==> config.mk <==
export PLATFORM = sky130hd
export DESIGN_NAME = range_sensor_to_world_points
export DESIGN_NICKNAME = d
export VERILOG_FILES = /design/src/rtl/rsw_pkg.sv /design/src/rtl/rsw_front.sv /design/src/rtl/rsw_fifo.sv /design/src/rtl/rsw_back.sv /design/src/rtl/range_sensor_to_world_points.sv
export SDC_FILE = /design/constraint.sdc
export NUM_CORES = 2
export LEC_CHECK = 0
export BUFFER_PORTS_ARGS = -buffer_cell sky130_fd_sc_hd__buf_2
export CAP_MARGIN = 5
export CORE_MARGIN = 3
export CORE_UTILIZATION = 60
export DETAILED_ROUTE_END_ITERATION = 10
export PLACE_DENSITY = 0.89
export SLEW_MARGIN = 20
export SYNTH_ARGS = -nofsm -noshare
export SYNTH_HDL_FRONTEND = slang
export SYNTH_HIERARCHICAL = 1
export SYNTH_SLANG_ARGS = --single-unit
==> constraint.sdc <==
create_clock -name clk -period 7.5 [get_ports clk]
set_input_delay 0.375 -clock clk [delete_from_list [all_inputs] [get_ports clk]]
set_output_delay 0.375 -clock clk [all_outputs]
set_load 0.02 [all_outputs]
==> src/rtl/rsw_pkg.sv <==
// ----------------------------------------------------------------------------
// rsw_pkg: shared types and constants for the range sensor point mapper
// Sensor codes, register indexes, mount geometry and the types passed
// between the front classifier, the queue and the back-end pipeline.
// ----------------------------------------------------------------------------
package rsw_pkg;

	// sizes
	localparam int RSW_SENSORS    = 5;
	localparam int RSW_SENSOR_W   = 3;
	localparam int RSW_DIST_W     = 12;
	localparam int RSW_RAW_W      = 16;
	localparam int RSW_SLOT_W     = 10;
	localparam int RSW_COORD_W    = 16;
	localparam int RSW_FIFO_DEPTH = 4;
	localparam int RSW_FIFO_PTR_W = $clog2(RSW_FIFO_DEPTH);
	localparam int RSW_FIFO_CNT_W = $clog2(RSW_FIFO_DEPTH + 1);

	// sensor codes, left side to right side
	localparam logic [RSW_SENSOR_W-1:0] SENSOR_LEFT       = 3'd0;
	localparam logic [RSW_SENSOR_W-1:0] SENSOR_FRONT_LEFT = 3'd1;
	localparam logic [RSW_SENSOR_W-1:0] SENSOR_FRONT      = 3'd2;
	localparam logic [RSW_SENSOR_W-1:0] SENSOR_FRONT_RGT  = 3'd3;
	localparam logic [RSW_SENSOR_W-1:0] SENSOR_RIGHT      = 3'd4;

	// configuration register indexes
	localparam logic [2:0] REG_POSE_X    = 3'd0;
	localparam logic [2:0] REG_POSE_Y    = 3'd1;
	localparam logic [2:0] REG_COS       = 3'd2;
	localparam logic [2:0] REG_SIN       = 3'd3;
	localparam logic [2:0] REG_RANGE_MIN = 3'd4;
	localparam logic [2:0] REG_RANGE_MAX = 3'd5;

	// mount geometry, millimeters
	localparam logic [15:0] DIAG_Q16   = 16'd46341;   // sqrt(2)/2 in Q0.16
	localparam int          OFS_SIDE_X = 310;
	localparam int          OFS_SIDE_Y = 230;
	localparam int          OFS_DIAG_X = 180;
	localparam int          OFS_DIAG_Y = 330;
	localparam int          OFS_FRONT  = 380;

	// configuration register file contents
	typedef struct packed {
		logic signed [15:0] pose_x;
		logic signed [15:0] pose_y;
		logic signed [15:0] cos_heading;
		logic signed [15:0] sin_heading;
		logic [11:0]        range_min;
		logic [11:0]        range_max;
	} rsw_cfg_t;

	// one classified reading, front to back
	typedef struct packed {
		logic [RSW_SENSOR_W-1:0] sensor;
		logic [RSW_DIST_W-1:0]   dist_mm;
		logic [RSW_SLOT_W-1:0]   slot;
		logic                    ok;
	} rsw_item_t;

endpackage

==> src/rtl/rsw_front.sv <==
// ----------------------------------------------------------------------------
// rsw_front: reading classifier
// Accepts readings, checks them against the valid range, keeps the last
// good distance per sensor, tags each point with its ring slot and pushes
// it into the queue. Readings with an unknown sensor index are dropped.
// ----------------------------------------------------------------------------
module rsw_front (
	input  logic                          clk,
	input  logic                          arst_n,
	input  rsw_pkg::rsw_cfg_t             cfg,
	input  logic                          in_valid,
	output logic                          in_ready,
	input  logic [rsw_pkg::RSW_SENSOR_W-1:0] sensor_index,
	input  logic [rsw_pkg::RSW_RAW_W-1:0] distance,
	input  logic                          q_full,
	output logic                          q_push,
	output rsw_pkg::rsw_item_t            q_item
);
	import rsw_pkg::*;

	logic [RSW_DIST_W-1:0] held_q [RSW_SENSORS];
	logic [RSW_SLOT_W-1:0] slot_q;
	logic                  beat;
	logic                  known;
	logic                  in_range;

	assign in_ready = !q_full;
	assign beat     = in_valid && in_ready;
	assign known    = (sensor_index <= SENSOR_RIGHT);

	// range check on the full raw value
	assign in_range = (distance >= {4'b0, cfg.range_min}) &&
	                  (distance <= {4'b0, cfg.range_max});

	// classified item
	always_comb begin
		q_push        = beat && known;
		q_item.sensor = sensor_index;
		q_item.ok     = in_range;
		q_item.slot   = slot_q;
		if (in_range) begin
			q_item.dist_mm = distance[RSW_DIST_W-1:0];
		end else begin
			q_item.dist_mm = held_q[sensor_index];
		end
	end

	// held distances and slot counter
	always_ff @(posedge clk or negedge arst_n) begin
		if (!arst_n) begin
			for (int i = 0; i < RSW_SENSORS; i++) begin
				held_q[i] <= '0;
			end
			slot_q <= '0;
		end else if (q_push) begin
			if (in_range) begin
				held_q[sensor_index] <= distance[RSW_DIST_W-1:0];
			end
			slot_q <= slot_q + 1'b1;
		end
	end

endmodule

==> src/rtl/rsw_fifo.sv <==
// ----------------------------------------------------------------------------
// rsw_fifo: short item queue
// Decouples the classifier from the transform pipeline so that each side
// stalls on its own.
// ----------------------------------------------------------------------------
module rsw_fifo (
	input  logic               clk,
	input  logic               arst_n,
	input  logic               push,
	input  rsw_pkg::rsw_item_t push_item,
	output logic               full,
	input  logic               pop,
	output logic               empty,
	output rsw_pkg::rsw_item_t head
);
	import rsw_pkg::*;

	rsw_item_t                 mem_q [RSW_FIFO_DEPTH];
	logic [RSW_FIFO_PTR_W-1:0] wr_ptr_q;
	logic [RSW_FIFO_PTR_W-1:0] rd_ptr_q;
	logic [RSW_FIFO_CNT_W-1:0] count_q;

	assign full  = (count_q == RSW_FIFO_CNT_W'(RSW_FIFO_DEPTH));
	assign empty = (count_q == '0);
	assign head  = mem_q[rd_ptr_q];

	// storage
	always_ff @(posedge clk) begin
		if (push) begin
			mem_q[wr_ptr_q] <= push_item;
		end
	end

	// pointers and fill level
	always_ff @(posedge clk or negedge arst_n) begin
		if (!arst_n) begin
			wr_ptr_q <= '0;
			rd_ptr_q <= '0;
			count_q  <= '0;
		end else begin
			if (push) begin
				wr_ptr_q <= wr_ptr_q + 1'b1;
			end
			if (pop) begin
				rd_ptr_q <= rd_ptr_q + 1'b1;
			end
			if (push && !pop) begin
				count_q <= count_q + 1'b1;
			end else if (pop && !push) begin
				count_q <= count_q - 1'b1;
			end
		end
	end

endmodule

==> src/rtl/rsw_back.sv <==
// ----------------------------------------------------------------------------
// rsw_back: robot-to-world transform pipeline
// Diagonal scaling, mount geometry, rotation products, floor shift and
// translation with saturation, then the output register.
// ----------------------------------------------------------------------------
module rsw_back (
	input  logic                clk,
	input  logic                arst_n,
	input  rsw_pkg::rsw_cfg_t   cfg,
	input  logic                q_empty,
	input  rsw_pkg::rsw_item_t  q_head,
	output logic                q_pop,
	output logic                out_valid,
	input  logic                out_ready,
	output logic signed [rsw_pkg::RSW_COORD_W-1:0] world_x,
	output logic signed [rsw_pkg::RSW_COORD_W-1:0] world_y,
	output logic [rsw_pkg::RSW_SLOT_W-1:0]          slot,
	output logic                                    accepted
);
	import rsw_pkg::*;

	localparam int GEO_W  = 14;
	localparam int PROD_W = GEO_W + 16;
	localparam int SUM_W  = PROD_W + 1;
	localparam int ROT_W  = SUM_W - 14;
	localparam int POS_W  = ROT_W + 1;

	typedef struct packed {
		logic [RSW_SLOT_W-1:0] slot;
		logic                  ok;
	} rsw_tag_t;

	logic adv;

	// stage valids
	logic v_s1, v_s2, v_s3, v_s4, v_s5, out_valid_q;

	// payload
	rsw_item_t                 item_s1;
	logic [RSW_SENSOR_W-1:0]   sensor_s2;
	logic [RSW_DIST_W-1:0]     d_s2;
	logic [RSW_DIST_W-1:0]     h_s2;
	rsw_tag_t                  tag_s2, tag_s3, tag_s4, tag_s5, tag_q;
	logic signed [GEO_W-1:0]   x_s3, y_s3;
	logic signed [PROD_W-1:0]  xc_s4, ys_s4, xs_s4, yc_s4;
	logic signed [ROT_W-1:0]   rx_s5, ry_s5;
	logic signed [RSW_COORD_W-1:0] wx_q, wy_q;

	logic [27:0]               diag_prod;
	logic signed [GEO_W-1:0]   x_geo, y_geo;
	logic signed [GEO_W-1:0]   d_sx, h_sx;
	logic signed [SUM_W-1:0]   sum_x, sum_y;
	logic signed [POS_W-1:0]   pos_x, pos_y;
	logic signed [RSW_COORD_W-1:0] sat_x, sat_y;

	// whole pipeline moves unless the output beat is stalled
	assign adv   = !out_valid_q || out_ready;
	assign q_pop = adv && !q_empty;

	// diagonal scale, floor(d * sqrt(2)/2)
	assign diag_prod = 28'(item_s1.dist_mm) * 28'(DIAG_Q16);

	// mount geometry in the robot frame
	assign d_sx = $signed({2'b0, d_s2});
	assign h_sx = $signed({2'b0, h_s2});
	always_comb begin
		case (sensor_s2)
			SENSOR_LEFT: begin
				x_geo = -d_sx - GEO_W'(OFS_SIDE_X);
				y_geo = GEO_W'(OFS_SIDE_Y);
			end
			SENSOR_FRONT_LEFT: begin
				x_geo = -h_sx - GEO_W'(OFS_DIAG_X);
				y_geo = h_sx + GEO_W'(OFS_DIAG_Y);
			end
			SENSOR_FRONT: begin
				x_geo = '0;
				y_geo = d_sx + GEO_W'(OFS_FRONT);
			end
			SENSOR_FRONT_RGT: begin
				x_geo = h_sx + GEO_W'(OFS_DIAG_X);
				y_geo = h_sx + GEO_W'(OFS_DIAG_Y);
			end
			default: begin
				x_geo = d_sx + GEO_W'(OFS_SIDE_X);
				y_geo = GEO_W'(OFS_SIDE_Y);
			end
		endcase
	end

	// rotation sums; the arithmetic shift is a floor divide by 2^14
	assign sum_x = SUM_W'(xc_s4) - SUM_W'(ys_s4);
	assign sum_y = SUM_W'(xs_s4) + SUM_W'(yc_s4);

	// translation and saturation
	assign pos_x = POS_W'(rx_s5) + POS_W'(cfg.pose_x);
	assign pos_y = POS_W'(ry_s5) + POS_W'(cfg.pose_y);

	always_comb begin
		if (pos_x > POS_W'(32767)) begin
			sat_x = 16'sh7fff;
		end else if (pos_x < -POS_W'(32768)) begin
			sat_x = -16'sh8000;
		end else begin
			sat_x = pos_x[RSW_COORD_W-1:0];
		end
		if (pos_y > POS_W'(32767)) begin
			sat_y = 16'sh7fff;
		end else if (pos_y < -POS_W'(32768)) begin
			sat_y = -16'sh8000;
		end else begin
			sat_y = pos_y[RSW_COORD_W-1:0];
		end
	end

	// stage valids
	always_ff @(posedge clk or negedge arst_n) begin
		if (!arst_n) begin
			v_s1        <= 1'b0;
			v_s2        <= 1'b0;
			v_s3        <= 1'b0;
			v_s4        <= 1'b0;
			v_s5        <= 1'b0;
			out_valid_q <= 1'b0;
		end else if (adv) begin
			v_s1        <= !q_empty;
			v_s2        <= v_s1;
			v_s3        <= v_s2;
			v_s4        <= v_s3;
			v_s5        <= v_s4;
			out_valid_q <= v_s5;
		end
	end

	// stage payload
	always_ff @(posedge clk) begin
		if (adv) begin
			item_s1    <= q_head;
			sensor_s2  <= item_s1.sensor;
			d_s2       <= item_s1.dist_mm;
			h_s2       <= diag_prod[27:16];
			tag_s2     <= '{slot: item_s1.slot, ok: item_s1.ok};
			x_s3       <= x_geo;
			y_s3       <= y_geo;
			tag_s3     <= tag_s2;
			xc_s4      <= x_s3 * cfg.cos_heading;
			ys_s4      <= y_s3 * cfg.sin_heading;
			xs_s4      <= x_s3 * cfg.sin_heading;
			yc_s4      <= y_s3 * cfg.cos_heading;
			tag_s4     <= tag_s3;
			rx_s5      <= sum_x[SUM_W-1:14];
			ry_s5      <= sum_y[SUM_W-1:14];
			tag_s5     <= tag_s4;
			wx_q       <= sat_x;
			wy_q       <= sat_y;
			tag_q      <= tag_s5;
		end
	end

	assign out_valid = out_valid_q;
	assign world_x   = wx_q;
	assign world_y   = wy_q;
	assign slot      = tag_q.slot;
	assign accepted  = tag_q.ok;

endmodule

==> src/rtl/range_sensor_to_world_points.sv <==
// ----------------------------------------------------------------------------
// range_sensor_to_world_points: distance readings to world-frame wall points
// Points leave from the output register. Throughput is one reading per
// cycle while the output is not stalled, set by the 4-entry queue and
// the stall-together transform pipeline. Readings with an unknown
// sensor index give no point. Reset clears held distances, the slot
// counter and the queue, and loads pose, heading and range defaults.
// ----------------------------------------------------------------------------
module range_sensor_to_world_points (
	input  logic        clk,
	input  logic        arst_n,
	// configuration writes
	input  logic        cfg_valid,
	output logic        cfg_ready,
	input  logic [2:0]  cfg_index,
	input  logic [15:0] cfg_data,
	// readings
	input  logic        in_valid,
	output logic        in_ready,
	input  logic [rsw_pkg::RSW_SENSOR_W-1:0] sensor_index,
	input  logic [rsw_pkg::RSW_RAW_W-1:0]    distance,
	// points
	output logic        out_valid,
	input  logic        out_ready,
	output logic signed [rsw_pkg::RSW_COORD_W-1:0] world_x,
	output logic signed [rsw_pkg::RSW_COORD_W-1:0] world_y,
	output logic [rsw_pkg::RSW_SLOT_W-1:0]          slot,
	output logic        accepted
);
	import rsw_pkg::*;

	rsw_cfg_t  cfg_q;
	logic      q_full, q_empty, q_push, q_pop;
	rsw_item_t q_item, q_head;

	assign cfg_ready = 1'b1;

	// register file
	always_ff @(posedge clk or negedge arst_n) begin
		if (!arst_n) begin
			cfg_q.pose_x      <= 16'sd90;
			cfg_q.pose_y      <= 16'sd90;
			cfg_q.cos_heading <= -16'sd16384;
			cfg_q.sin_heading <= 16'sd0;
			cfg_q.range_min   <= 12'd1;
			cfg_q.range_max   <= 12'd2000;
		end else if (cfg_valid && cfg_ready) begin
			case (cfg_index)
				REG_POSE_X:    cfg_q.pose_x      <= cfg_data;
				REG_POSE_Y:    cfg_q.pose_y      <= cfg_data;
				REG_COS:       cfg_q.cos_heading <= cfg_data;
				REG_SIN:       cfg_q.sin_heading <= cfg_data;
				REG_RANGE_MIN: cfg_q.range_min   <= cfg_data[11:0];
				REG_RANGE_MAX: cfg_q.range_max   <= cfg_data[11:0];
				default: ;
			endcase
		end
	end

	rsw_front u_front (
		.clk          (clk),
		.arst_n       (arst_n),
		.cfg          (cfg_q),
		.in_valid     (in_valid),
		.in_ready     (in_ready),
		.sensor_index (sensor_index),
		.distance     (distance),
		.q_full       (q_full),
		.q_push       (q_push),
		.q_item       (q_item)
	);

	rsw_fifo u_fifo (
		.clk       (clk),
		.arst_n    (arst_n),
		.push      (q_push),
		.push_item (q_item),
		.full      (q_full),
		.pop       (q_pop),
		.empty     (q_empty),
		.head      (q_head)
	);

	rsw_back u_back (
		.clk       (clk),
		.arst_n    (arst_n),
		.cfg       (cfg_q),
		.q_empty   (q_empty),
		.q_head    (q_head),
		.q_pop     (q_pop),
		.out_valid (out_valid),
		.out_ready (out_ready),
		.world_x   (world_x),
		.world_y   (world_y),
		.slot      (slot),
		.accepted  (accepted)
	);

endmodule

==> impl_results.md <==
* Vias in the first global route at 45475
* Core area at 102000 um^2
* Synth warnings at 6
* HPWL after detailed placement at 116 mm
* Routed WL at 154 mm
* Hold Path Cell Cnt at 2
* Starting Density at 0.606
* Number of placement rows at 117
* First drt pass iteration count at 8
* CP endpoint kind: flip-flop
* Critical setup path kind: reg -> reg
* Worst path arrival time at 7.68 ns
* DR vias/cell at 5.88
* Least-Margin Pin Slew at 1.07 ns
* Worst min path class: in -> reg
* CP max FO at 16
* Detailed Route Iter0 Violations at 3856
* Wire per inst at 21.4 um
* Fin Setup TNS at 0 ns
* Initial antenna violation count at 14
* Largest net degree at the start of global routing at 101
* Count of cell types in the netlist at 100
* Yosys reg bits at 596
* Vias post-DR at 42376
* Worst Path Required at 7.89 ns
* Clock transition at path regs at 0.07 ns
* Final Max Slew Viols at 0
* Ports at 89
* Worst reg2reg setup slack at 0.21 ns
* Async set-or-reset flop fraction in the synthesized netlist at 0.287
* Hold path start: cfg_data[15]
* Synth Instances at 5723
* Worst-skew pair later-pin latency at 0.67 ns
* CTS tree: built
* Clock buffer count from CTS at 68
* Die W at 327 um
* Final period utilization at 0.972
* Slew headroom at 0.286
* Status: finished clean
* Max Root-Sink Buffers at 3
* Seq/Total Area, Yosys at 0.276
* PortBufs at 87
* First-pass GRT wire length at 246 mm
* Post-Syn Nets at 7146
* RSZ-0062 raised after global routing: no
* Final Hold Vio Count at 0
* EDFF count, synth at 425
* Hold EP: cfg_q[71]
* Total Nets Final at 7200
* R2R Path End: u_back/xs_s4[28]
* Die footprint at 107000 um^2
* Area grow syn2layout at 7.19%
* Routability Congestion at 0.925
* Postcts setup bufs at 0
* Global route total overflow at 0
* Ratio of cells with drive above 1 in the final layout at 0.0934
* Root buffer cell: clkbuf_16
* Final ANT Viol Nets at 0
* Filler cells at 7059
* Syn_area_per_cell at 10.8 um^2
* Max-cap violations at 0
* Tmin final at 7.29 ns
* # DRC at 0
* Fmax at 0.137 GHz
* H-tree Lvls at 3
* Reg2reg start: cfg_q[31]
* Crit start category: flip-flop
* Endpoints failing setup at 0
* Layout Skew at 0.0364 ns
* Die height at 327 um
* Main flop type after synthesis: edfxtp_1
* GRT Util Overall at 0.294
* Mapped cell area at 61800 um^2
* Reg2Reg Depth at 23
* CTS Sinks at 596
==> area by class of cell <==
| type | instances | area [um^2] | share of cell area |
|---|---|---|---|
| Antenna cell | 8 | 20.0 | 0.000302 |
| Timing Repair Buffer | 190 | 1260 | 0.0190 |
| Clock inverter | 37 | 489 | 0.00739 |
| Multi-Input combinational cell | 3756 | 39400 | 0.595 |
| Sequential cell | 596 | 17100 | 0.258 |
| Tap cell | 1368 | 1710 | 0.0258 |
| Clock buffer | 88 | 1880 | 0.0284 |
| Inverter | 1165 | 4380 | 0.0661 |
==> how the worst max path moves through the flow <==
stage | from | to | depth (start not counted)
floorplan | cfg_q[30] | u_back/ys_s4[21] | 22
detailed placement | cfg_q[31] | u_back/xs_s4[28] | 23
global route | cfg_q[31] | u_back/xs_s4[26] | 23
CTS | cfg_q[31] | u_back/xs_s4[28] | 23
finish | cfg_q[31] | u_back/xs_s4[28] | 23
global placement | u_back/y_s3[2] | u_back/ys_s4[28] | 20
==> Yosys cell counts, types with 14 or more instances <==
| cell type | instances | area, um^2 |
|---|---|---|
| o21a_1 | 35 | 263 |
| dfrtp_1 | 154 | 3850 |
| a211oi_1 | 14 | 105 |
| nand2b_1 | 35 | 219 |
| clkbuf_1 | 173 | 649 |
| nor2_1 | 144 | 541 |
| mux4_2 | 18 | 405 |
| nor3_1 | 32 | 160 |
| and2_1 | 449 | 2810 |
| inv_1 | 1165 | 4370 |
| nand3_1 | 45 | 225 |
| a21oi_1 | 174 | 871 |
| o21ai_0 | 121 | 606 |
| edfxtp_1 | 425 | 12800 |
| mux2_2 | 164 | 1850 |
| a21o_1 | 84 | 631 |
| xnor2_1 | 178 | 1560 |
| nand4_1 | 19 | 119 |
| dfstp_2 | 17 | 447 |
| fa_1 | 878 | 17600 |
| o21bai_1 | 33 | 248 |
| ha_1 | 502 | 6280 |
| nand2_1 | 485 | 1820 |
| xor2_1 | 79 | 692 |
| nor2b_1 | 20 | 125 |
==> worst max-delay path, stage by stage (launching register included) <==
cell and delay (ns):
dfrtp_1 0.56, buf_4 0.31, and2_1 0.20, fa_1 0.54, inv_1 0.05, fa_1 0.47
inv_1 0.05, fa_1 0.50, inv_1 0.06, fa_1 0.52, inv_1 0.05, fa_1 0.48
inv_1 0.05, fa_1 0.47, inv_1 0.04, ha_1 0.32, a2111oi_0 0.52, o21ai_0 0.37
nand4_1 0.27, a21oi_1 0.15, o41ai_2 0.50, o2111ai_1 0.22, a21oi_1 0.22, xnor2_1 0.09
==> layout by cell type (no fill, tap or decap), types with 79 or more instances in the layout <==
cell type,instances
mux2_2,164
buf_2,86
edfxtp_1,425
ha_1,502
xnor2_1,178
nor2_1,143
nand2_1,485
o21ai_0,121
a21o_1,84
a21oi_1,174
fa_1,878
inv_1,1164
buf_4,96
and2_1,449
xor2_1,79
dfrtp_1,154
==> stage by stage <==
step | cells | area (um^2) | worst slack, ns | util | hold slack, ns
2_1_floorplan | 5723 | 61800 | 1.24 | - | 0.0794
6_report | 7208 | 66200 | 0.213 | 0.649 | 0.0460
5_1_grt | 7200 | 66200 | 0.0592 | 0.649 | 0.0306
3_5_place_dp | 7070 | 63800 | 0.412 | 0.625 | 0.405
4_1_cts | 7199 | 66200 | 0.406 | 0.649 | 0.0107
3_3_place_gp | 7070 | 63800 | 0.612 | 0.625 | 0.401
==> layer usage <==
metal	wire [um]	GRT usage	vias up
met5	69	0	-
met4	9790	0.163	10
li1	-	-	18310
met1	55800	0.363	21174
met2	72400	0.473	2299
met3	15800	0.0778	583
==> timing repair <==
| action | in CTS | in global routing |
|---|---|---|
| hold endpoints to repair | 106 | 0 |
| setup endpoints to repair | 0 | 0 |
| hold buffers | 4 | 0 |
| gates resized for setup | 0 | 0 |
==> cells by family (layout without fill, tap and decap cells) <==
| logic type | count (synthesis) | in the layout | share of synthesized area |
|---|---|---|---|
| flops | 596 | 596 | 0.276 |
| buf+inv | 1371 | 1480 | 0.0857 |
| mux | 204 | 204 | 0.0422 |
| fa+ha+maj | 1380 | 1380 | 0.386 |
| other cells | 1 | 9 | 0.0000607 |
| simple gates | 1291 | 1291 | 0.106 |
| compound gates | 623 | 623 | 0.0673 |
| xor+xnor | 257 | 257 | 0.0364 |
==> state kept, by name (all words and copies together) (netlist names), 10 cells and up <==
register	flops
u_back/d_s2	12
u_back/slot	10
u_fifo/mem_q	104
u_back/xs_s4	30
u_front/slot_q	10
u_back/ry_s5	17
u_back/h_s2	12
cfg_q	88
u_back/rx_s5	17
u_back/tag_s3	11
u_back/xc_s4	30
u_back/world_y	16
u_back/tag_s4	11
u_back/y_s3	13
u_back/world_x	16
u_front/held_q	60
u_back/item_s1	26
u_back/tag_s5	11
u_back/yc_s4	30
u_back/ys_s4	30
u_back/x_s3	14
u_back/tag_s2	11
Power is left out: the tool's default activity adds up to more than one toggle a clock period on the data nets, which glitch-free logic cannot reach.
